===== src/rtl/cba_pkg.sv =====
// ----------------------------------------------------------------------------
// cba_pkg
// Shared types and constants for the compacting block allocator.
// ----------------------------------------------------------------------------
`default_nettype none
package cba_pkg;

	localparam int MAX_BYTES  = 65536;
	localparam int MAX_BLOCKS = 64;
	localparam int IDX_W      = $clog2(MAX_BLOCKS);

	localparam int PC_RESET  = 16;
	localparam int PS_RESET  = 4096;
	localparam int CAP_RESET = PC_RESET * PS_RESET;
	localparam bit CAP_OK_RESET = (CAP_RESET <= MAX_BYTES);

	typedef enum logic [1:0] {
		OP_ALLOC = 2'd0,
		OP_FREE  = 2'd1,
		OP_READ  = 2'd2,
		OP_WRITE = 2'd3
	} op_t;

	localparam logic [2:0] ST_OK      = 3'd0;
	localparam logic [2:0] ST_BAD     = 3'd1;
	localparam logic [2:0] ST_NOMEM   = 3'd2;
	localparam logic [2:0] ST_OOB     = 3'd3;
	localparam logic [2:0] ST_UNKNOWN = 3'd4;

	localparam logic CFG_PAGE_COUNT = 1'b0;
	localparam logic CFG_PAGE_SIZE  = 1'b1;

	typedef struct packed {
		logic [15:0] base;
		logic [16:0] size;
		logic        used;
	} entry_t;

	typedef struct packed {
		logic shift;
		logic clr;
	} cba_ctl_t;

endpackage
`default_nettype wire


===== src/rtl/compacting_block_allocator.sv =====
// ----------------------------------------------------------------------------
// compacting_block_allocator
// Packed block table held in a ring of cells, walked by one head unit.
// ----------------------------------------------------------------------------
// Bad capacity, zero-length or oversized alloc: no rotation, straight to the result.
// Other items: the ring rotates once through all MAX_BLOCKS = 64 cells, then the
// result is held; one item in flight, next accepted once back in idle.
// Reset: empty table, 16 pages of 4096 bytes, full capacity free.
// A config write reinitializes table and capacity; no item is taken meanwhile.
// ----------------------------------------------------------------------------
`default_nettype none
module compacting_block_allocator
	import cba_pkg::*;
(
	input  wire logic        clk,
	input  wire logic        arst_n,
	input  wire logic        cfg_valid,
	output logic             cfg_ready,
	input  wire logic        cfg_index,
	input  wire logic [16:0] cfg_data,
	input  wire logic        in_valid,
	output logic             in_ready,
	input  wire logic [1:0]  operation,
	input  wire logic [15:0] address,
	input  wire logic [16:0] length,
	output logic             out_valid,
	input  wire logic        out_ready,
	output logic [2:0]       status,
	output logic [15:0]      base
);

	localparam logic [IDX_W-1:0] LAST = IDX_W'(MAX_BLOCKS - 1);

	typedef enum logic [1:0] {S_IDLE, S_ROT, S_HOLD} state_t;

	state_t           state_q;
	logic [IDX_W-1:0] k_q;
	logic             init_q;
	logic             cap_ok_q;
	logic [16:0]      free_q;
	logic [16:0]      pc_q;
	logic [16:0]      ps_q;
	logic             done_q;
	logic             compact_q;
	logic             out_valid_q;

	op_t              op_q;
	logic [15:0]      addr_q;
	logic [16:0]      len_q;
	logic [16:0]      gone_q;
	logic [15:0]      prev_end_q;
	logic [2:0]       res_status_q;
	logic [15:0]      res_base_q;
	logic [2:0]       status_q;
	logic [15:0]      base_q;

	cba_ctl_t         ctl;
	entry_t           cq [MAX_BLOCKS];
	entry_t           tail;
	entry_t           h;
	entry_t           shifted;
	logic [MAX_BLOCKS-1:0] used_vec;

	logic             in_fire;
	logic             cfg_fire;
	logic [33:0]      prod;
	logic             cap_ok;
	logic [17:0]      head_end;
	logic [17:0]      room;
	logic             in_blk;
	logic [16:0]      gone_use;
	logic             set_done;
	logic             set_comp;
	logic             res_load;
	logic [2:0]       r_status;
	logic [15:0]      r_base;
	logic [16:0]      free_nxt;

	// ring of cells
	assign ctl.shift = (state_q == S_ROT);
	assign ctl.clr   = init_q;

	for (genvar i = 0; i < MAX_BLOCKS; i++) begin : g_cell
		entry_t d_i;
		if (i == MAX_BLOCKS - 1) begin : g_tail
			assign d_i = tail;
		end else begin : g_mid
			assign d_i = cq[i+1];
		end
		cba_cell u_cell (
			.clk    (clk),
			.arst_n (arst_n),
			.ctl    (ctl),
			.d      (d_i),
			.q      (cq[i])
		);
		assign used_vec[i] = cq[i].used;
	end

	assign h = cq[0];

	// handshakes; a config write takes precedence over a new word
	assign in_ready  = (state_q == S_IDLE) && !init_q && !cfg_valid;
	assign cfg_ready = (state_q == S_IDLE);
	assign in_fire   = in_valid && in_ready;
	assign cfg_fire  = cfg_valid && cfg_ready;

	assign prod   = {17'd0, pc_q} * {17'd0, ps_q};
	assign cap_ok = (pc_q != 17'd0) && (ps_q != 17'd0) && (prod <= 34'(MAX_BYTES));

	// head unit: examines the word leaving cell 0, builds the word entering the tail
	assign head_end = {2'b00, h.base} + {1'b0, h.size};
	assign room     = head_end - {2'b00, addr_q};
	assign in_blk   = ({2'b00, addr_q} >= {2'b00, h.base}) && ({2'b00, addr_q} < head_end);
	assign gone_use = compact_q ? gone_q : h.size;

	always_comb begin
		shifted.base = cq[1].base - gone_use[15:0];
		shifted.size = cq[1].size;
		shifted.used = cq[1].used && (k_q != LAST);
		tail     = h;
		set_done = 1'b0;
		set_comp = 1'b0;
		res_load = 1'b0;
		r_status = ST_OK;
		r_base   = h.base;
		free_nxt = free_q;
		case (op_q)
			OP_ALLOC: begin
				if (!done_q && !h.used) begin
					tail     = '{base: prev_end_q, size: len_q, used: 1'b1};
					set_done = 1'b1;
					res_load = 1'b1;
					r_base   = prev_end_q;
					free_nxt = free_q - len_q;
				end
			end
			OP_FREE: begin
				if (compact_q) begin
					tail = shifted;
				end else if (!done_q && h.used && (h.base == addr_q)) begin
					tail     = shifted;
					set_done = 1'b1;
					set_comp = 1'b1;
					res_load = 1'b1;
					r_base   = addr_q;
					free_nxt = free_q + h.size;
				end else if (!done_q && !h.used) begin
					set_done = 1'b1;
				end
			end
			default: begin
				if (!done_q) begin
					if (!h.used) begin
						set_done = 1'b1;
					end else if (in_blk) begin
						set_done = 1'b1;
						res_load = 1'b1;
						r_status = ({1'b0, len_q} > room) ? ST_OOB : ST_OK;
					end
				end
			end
		endcase
	end

	// control and state
	always_ff @(posedge clk or negedge arst_n) begin
		if (!arst_n) begin
			state_q     <= S_IDLE;
			k_q         <= '0;
			init_q      <= 1'b0;
			cap_ok_q    <= CAP_OK_RESET;
			free_q      <= CAP_OK_RESET ? 17'(CAP_RESET) : 17'd0;
			pc_q        <= 17'(PC_RESET);
			ps_q        <= 17'(PS_RESET);
			done_q      <= 1'b0;
			compact_q   <= 1'b0;
			out_valid_q <= 1'b0;
		end else begin
			if (state_q == S_HOLD && (!out_valid_q || out_ready)) begin
				out_valid_q <= 1'b1;
			end else if (out_valid_q && out_ready) begin
				out_valid_q <= 1'b0;
			end
			if (cfg_fire) begin
				if (cfg_index == CFG_PAGE_COUNT) begin
					pc_q <= cfg_data;
				end else begin
					ps_q <= cfg_data;
				end
			end
			init_q <= cfg_fire;
			if (init_q) begin
				cap_ok_q <= cap_ok;
				free_q   <= cap_ok ? prod[16:0] : 17'd0;
			end
			case (state_q)
				S_IDLE: begin
					if (in_fire) begin
						k_q       <= '0;
						done_q    <= 1'b0;
						compact_q <= 1'b0;
						if (!cap_ok_q || (op_t'(operation) == OP_ALLOC &&
						    (length == 17'd0 || length > free_q))) begin
							state_q <= S_HOLD;
						end else begin
							state_q <= S_ROT;
						end
					end
				end
				S_ROT: begin
					free_q <= free_nxt;
					if (set_done) begin
						done_q <= 1'b1;
					end
					if (set_comp) begin
						compact_q <= 1'b1;
					end
					k_q <= k_q + 1'b1;
					if (k_q == LAST) begin
						state_q <= S_HOLD;
					end
				end
				S_HOLD: begin
					if (!out_valid_q || out_ready) begin
						state_q <= S_IDLE;
					end
				end
				default: begin
					state_q <= S_IDLE;
				end
			endcase
		end
	end

	// word registers
	always_ff @(posedge clk) begin
		if (in_fire) begin
			op_q       <= op_t'(operation);
			addr_q     <= address;
			len_q      <= length;
			prev_end_q <= 16'd0;
			res_base_q <= 16'd0;
			if (!cap_ok_q || (op_t'(operation) == OP_ALLOC && length == 17'd0)) begin
				res_status_q <= ST_BAD;
			end else if (op_t'(operation) == OP_ALLOC && length > free_q) begin
				res_status_q <= ST_NOMEM;
			end else begin
				res_status_q <= ST_UNKNOWN;
			end
		end
		if (state_q == S_ROT) begin
			prev_end_q <= head_end[15:0];
			if (set_comp) begin
				gone_q <= h.size;
			end
			if (res_load) begin
				res_status_q <= r_status;
				res_base_q   <= r_base;
			end
		end
		if (state_q == S_HOLD && (!out_valid_q || out_ready)) begin
			status_q <= res_status_q;
			base_q   <= res_base_q;
		end
	end

	assign out_valid = out_valid_q;
	assign status    = status_q;
	assign base      = base_q;

`ifndef SYNTHESIS
	a_free_bound: assert property (@(posedge clk) disable iff (!arst_n)
		free_q <= 17'(MAX_BYTES))
		else $error("free byte count above capacity limit");

	a_prefix: assert property (@(posedge clk) disable iff (!arst_n)
		state_q == S_IDLE |-> ((used_vec >> 1) & ~used_vec) == '0)
		else $error("used entries not a prefix in idle");

	a_rot_end: assert property (@(posedge clk) disable iff (!arst_n)
		(state_q == S_ROT && k_q == LAST) |=> state_q == S_HOLD)
		else $error("rotation did not end after a full turn");

	a_comp_done: assert property (@(posedge clk) disable iff (!arst_n)
		compact_q |-> done_q)
		else $error("compaction without a match");
`endif

endmodule
`default_nettype wire


===== src/rtl/cba_cell.sv =====
// ----------------------------------------------------------------------------
// cba_cell
// One table slot of the ring; loads its neighbor's word on each shift.
// ----------------------------------------------------------------------------
`default_nettype none
module cba_cell
	import cba_pkg::*;
(
	input  wire logic     clk,
	input  wire logic     arst_n,
	input  wire cba_ctl_t ctl,
	input  wire entry_t   d,
	output entry_t        q
);

	logic        used_q;
	logic [15:0] base_q;
	logic [16:0] size_q;

	always_ff @(posedge clk or negedge arst_n) begin
		if (!arst_n) begin
			used_q <= 1'b0;
		end else if (ctl.clr) begin
			used_q <= 1'b0;
		end else if (ctl.shift) begin
			used_q <= d.used;
		end
	end

	always_ff @(posedge clk) begin
		if (ctl.shift) begin
			base_q <= d.base;
			size_q <= d.size;
		end
	end

	assign q = '{base: base_q, size: size_q, used: used_q};

endmodule
`default_nettype wire

===== config.mk =====
export PLATFORM = sky130hd
export DESIGN_NAME = compacting_block_allocator
export DESIGN_NICKNAME = d
export VERILOG_FILES = /design/src/rtl/cba_pkg.sv /design/src/rtl/compacting_block_allocator.sv /design/src/rtl/cba_cell.sv
export SDC_FILE = /design/constraint.sdc
export NUM_CORES = 2
export LEC_CHECK = 0
export ABC_AREA = 0
export BUFFER_PORTS_ARGS = -buffer_cell sky130_fd_sc_hd__buf_2
export CAP_MARGIN = 5
export CORE_UTILIZATION = 30
export CTS_CLUSTER_SIZE = 16
export DETAILED_ROUTE_END_ITERATION = 12
export PLACE_DENSITY_LB_ADDON = 0.2
export SYNTH_ARGS = -nofsm -noshare
export SYNTH_HDL_FRONTEND = slang
export SYNTH_SLANG_ARGS = --single-unit

===== constraint.sdc =====
create_clock -name clk -period 113.5 [get_ports clk]
set_input_delay 17.025 -clock clk [delete_from_list [all_inputs] [get_ports clk]]
set_output_delay 17.025 -clock clk [all_outputs]
set_load 0.02 [all_outputs]

==> run metrics <==
P&R area growth vs syn=14.82%; Critical-path top delay cell=nor4_2; maxcap violations=0; Initial Util=0.3018; GPL Wtd Cong=between 0.8 and 0.9; largest net degree at the start of global routing=182; CP arrival=between 15000 and 20000 ps; FMAX=between 20 and 30 MHz; cell depth of the worst flop-to-flop path=22; total CTS buffers=~240; Post-synth ARST share=0.05458; CP endpoint kind=output port; Pins Over Slew Limit=0; crit start category=primary input; Post-synth EDFFs=~2200; overall routing resource usage=0.1109; fill count=approximately 27000; Final Skew=roughly 110 ps; crit-path most repeated cell=buf_2; first-pass GRT wire length=253500 microns; cell taking the most area after synthesis=edfxtp_1; Max Buffers Root-to-Sink=4; Syn Nets=roughly 5400; CTS sink count=approximately 2300; Mapped Area=just under 0.09 sq mm; Detail Route Antenna Nets=0; DRT Pass-1 Iters=5; status=finished clean; Root Buffer=clkbuf_16; Final nets=5602; hold depth=0; number of setup buffers added after CTS=0; worst hold path class=register to register; Syn Area/Cell=between 15 and 20 sq um; ratio of cells with drive above 1 in the final layout=0.1055; Tcrit/Tclk final=0.3108; ys flop type=edfxtp_1; CORE AREA=0.2911 sq mm; Gate Count Post-Synth=4857; total number of vias=roughly 40000; H-tree Lvls=4; Worst-path clk slew=roughly 60 ps; post-CTS resize count=0; post-DP HPWL=100600 microns; post-synth top area share=0.7513; die area=roughly 0.3 sq mm; Slew @ Worst Pin=between 1000 and 1500 ps; total grt overflow=0; post-synthesis sequential area ratio=0.7921; flops & latches, synth=approximately 2300; PortBufs=approximately 80; Final Setup Violations=0; WL final=about 160000 microns; CTS tree=yes; vias per cell=~4.3; Hold Vio Cnt, Final=0; die height=around 540 microns; top-count cell post-synth=edfxtp_1; total negative slack=0 ps; Ports=80; synth cell count leaders=edfxtp_1, nand2_1, inv_1; post-layout util=0.3465; worst setup path class=primary input to output port; num rows=around 200; crit-path max cell delay=750 ps; Worst-Skew Late Latency=roughly 930 ps; post-synth cell types=between 80 and 90; Residual DRC=0; vias in the first global route=between 40000 and 50000; Die Wd=approximately 540 microns; Iter 0 DRT Violations=about 3200; drt wl/cell=between 15 and 20 microns; Ys Warns=0; initial antenna violation count=12; critical path cell sequence=buf_2 -> nor4_2 -> buf_2; RSZ-0062 raised after global routing=false; CP max FO=3; cts-stage hold buffer count=0; Rel. slew slack=0.1930; Critical Path RT=roughly 96000 ps; minimum clock period after layout=35280 ps; synth top area cells=edfxtp_1, fa_1, dfrtp_1
-- per-layer routing --
layer,vias to the layer above,share of wire,global-route usage
met4,8,0.031,0.03855
li1,18330,-,-
met2,640,0.44,0.1658
met1,20610,0.48,0.1613
met3,293,0.041,0.01991
met5,-,0.00037,0
-- cell usage in the layout, fill, tap and decap left out, types with 40 or more instances in the layout --
cell type / count
edfxtp_1: 2198
nand2_1: 413
inv_1: 374
clkbuf_16: 247
fa_1: 228
ha_1: 223
a21oi_1: 186
and2_1: 139
dfrtp_1: 123
o21ai_0: 108
nor2_1: 96
buf_2: 78
buf_4: 57
clkinv_1: 54
clkbuf_1: 54
xnor2_1: 51
clkinv_2: 47
a21o_1: 40
-- kinds of logic (layout without fill, tap and decap cells) --
kind of cell	after synthesis	count (layout)	share of synthesized area
DFF	2345	2345	0.7921
and+or+nand+nor	863	863	0.04698
buffers and inverters	526	967	0.02266
AOI/OAI and AO/OA	509	509	0.03666
adders and majority gates	451	451	0.08371
xor gates and xnor gates	86	86	0.008573
muxes	77	77	0.009314
other	0	2	0
-- final timing paths --
kind / start / endpoint / slack, ps
max: cfg_valid / in_ready / 78220
min: g_cell[35].u_cell.size_q[9] / g_cell[34].u_cell.size_q[9] / 340
max reg2reg: pc_q[6] / free_q[2] / 105310
min reg2reg: g_cell[35].u_cell.size_q[9] / g_cell[34].u_cell.size_q[9] / 340
max in group asynchronous: arst_n / init_q / 95930
min in group asynchronous: arst_n / ps_q[13] / 16180
-- through the flow --
stage	setup slack, ps	std cells	instance area, sq um	hold slack [ps]
after global placement	78270	8747	93110	400.4
after CTS	78260	9198	100900	335.4
final	78220	9200	100900	336.5
after floorplan	51480	4857	87860	400.3
after detailed placement	78260	8747	93110	404.5
after global routing	78250	9199	100900	347.3
-- area by class of cell --
class | instances | area (sq um) | area share
multi-input cells | 1986 | 16310 | 0.1617
repair buffers | 140 | 909.6 | 0.009017
flip-flops and latches | 2345 | 69590 | 0.6899
clock inverters | 143 | 1282 | 0.01271
well taps | 3900 | 4880 | 0.04837
clock buffers | 308 | 6480 | 0.06424
diodes | 2 | 5.005 | 0.00004961
inverters | 376 | 1419 | 0.01407
-- sequential cells by signal, summed over array words and instances, names as in the netlist, 17 cells and up --
name / cells
g_cell.u_cell.size_q: 1088
g_cell.u_cell.base_q: 1024
g_cell.u_cell.used_q: 64
free_q: 17
len_q: 17
pc_q: 17
ps_q: 17
-- critical path: cells and delay by family --
kind | cells | cell delay, ps
AND/OR/NAND/NOR | 1 | 750
buffers and inverters | 2 | 470
Power is not shown: default switching activity piles up to over one toggle a cycle in this logic, so the estimate is an artifact.
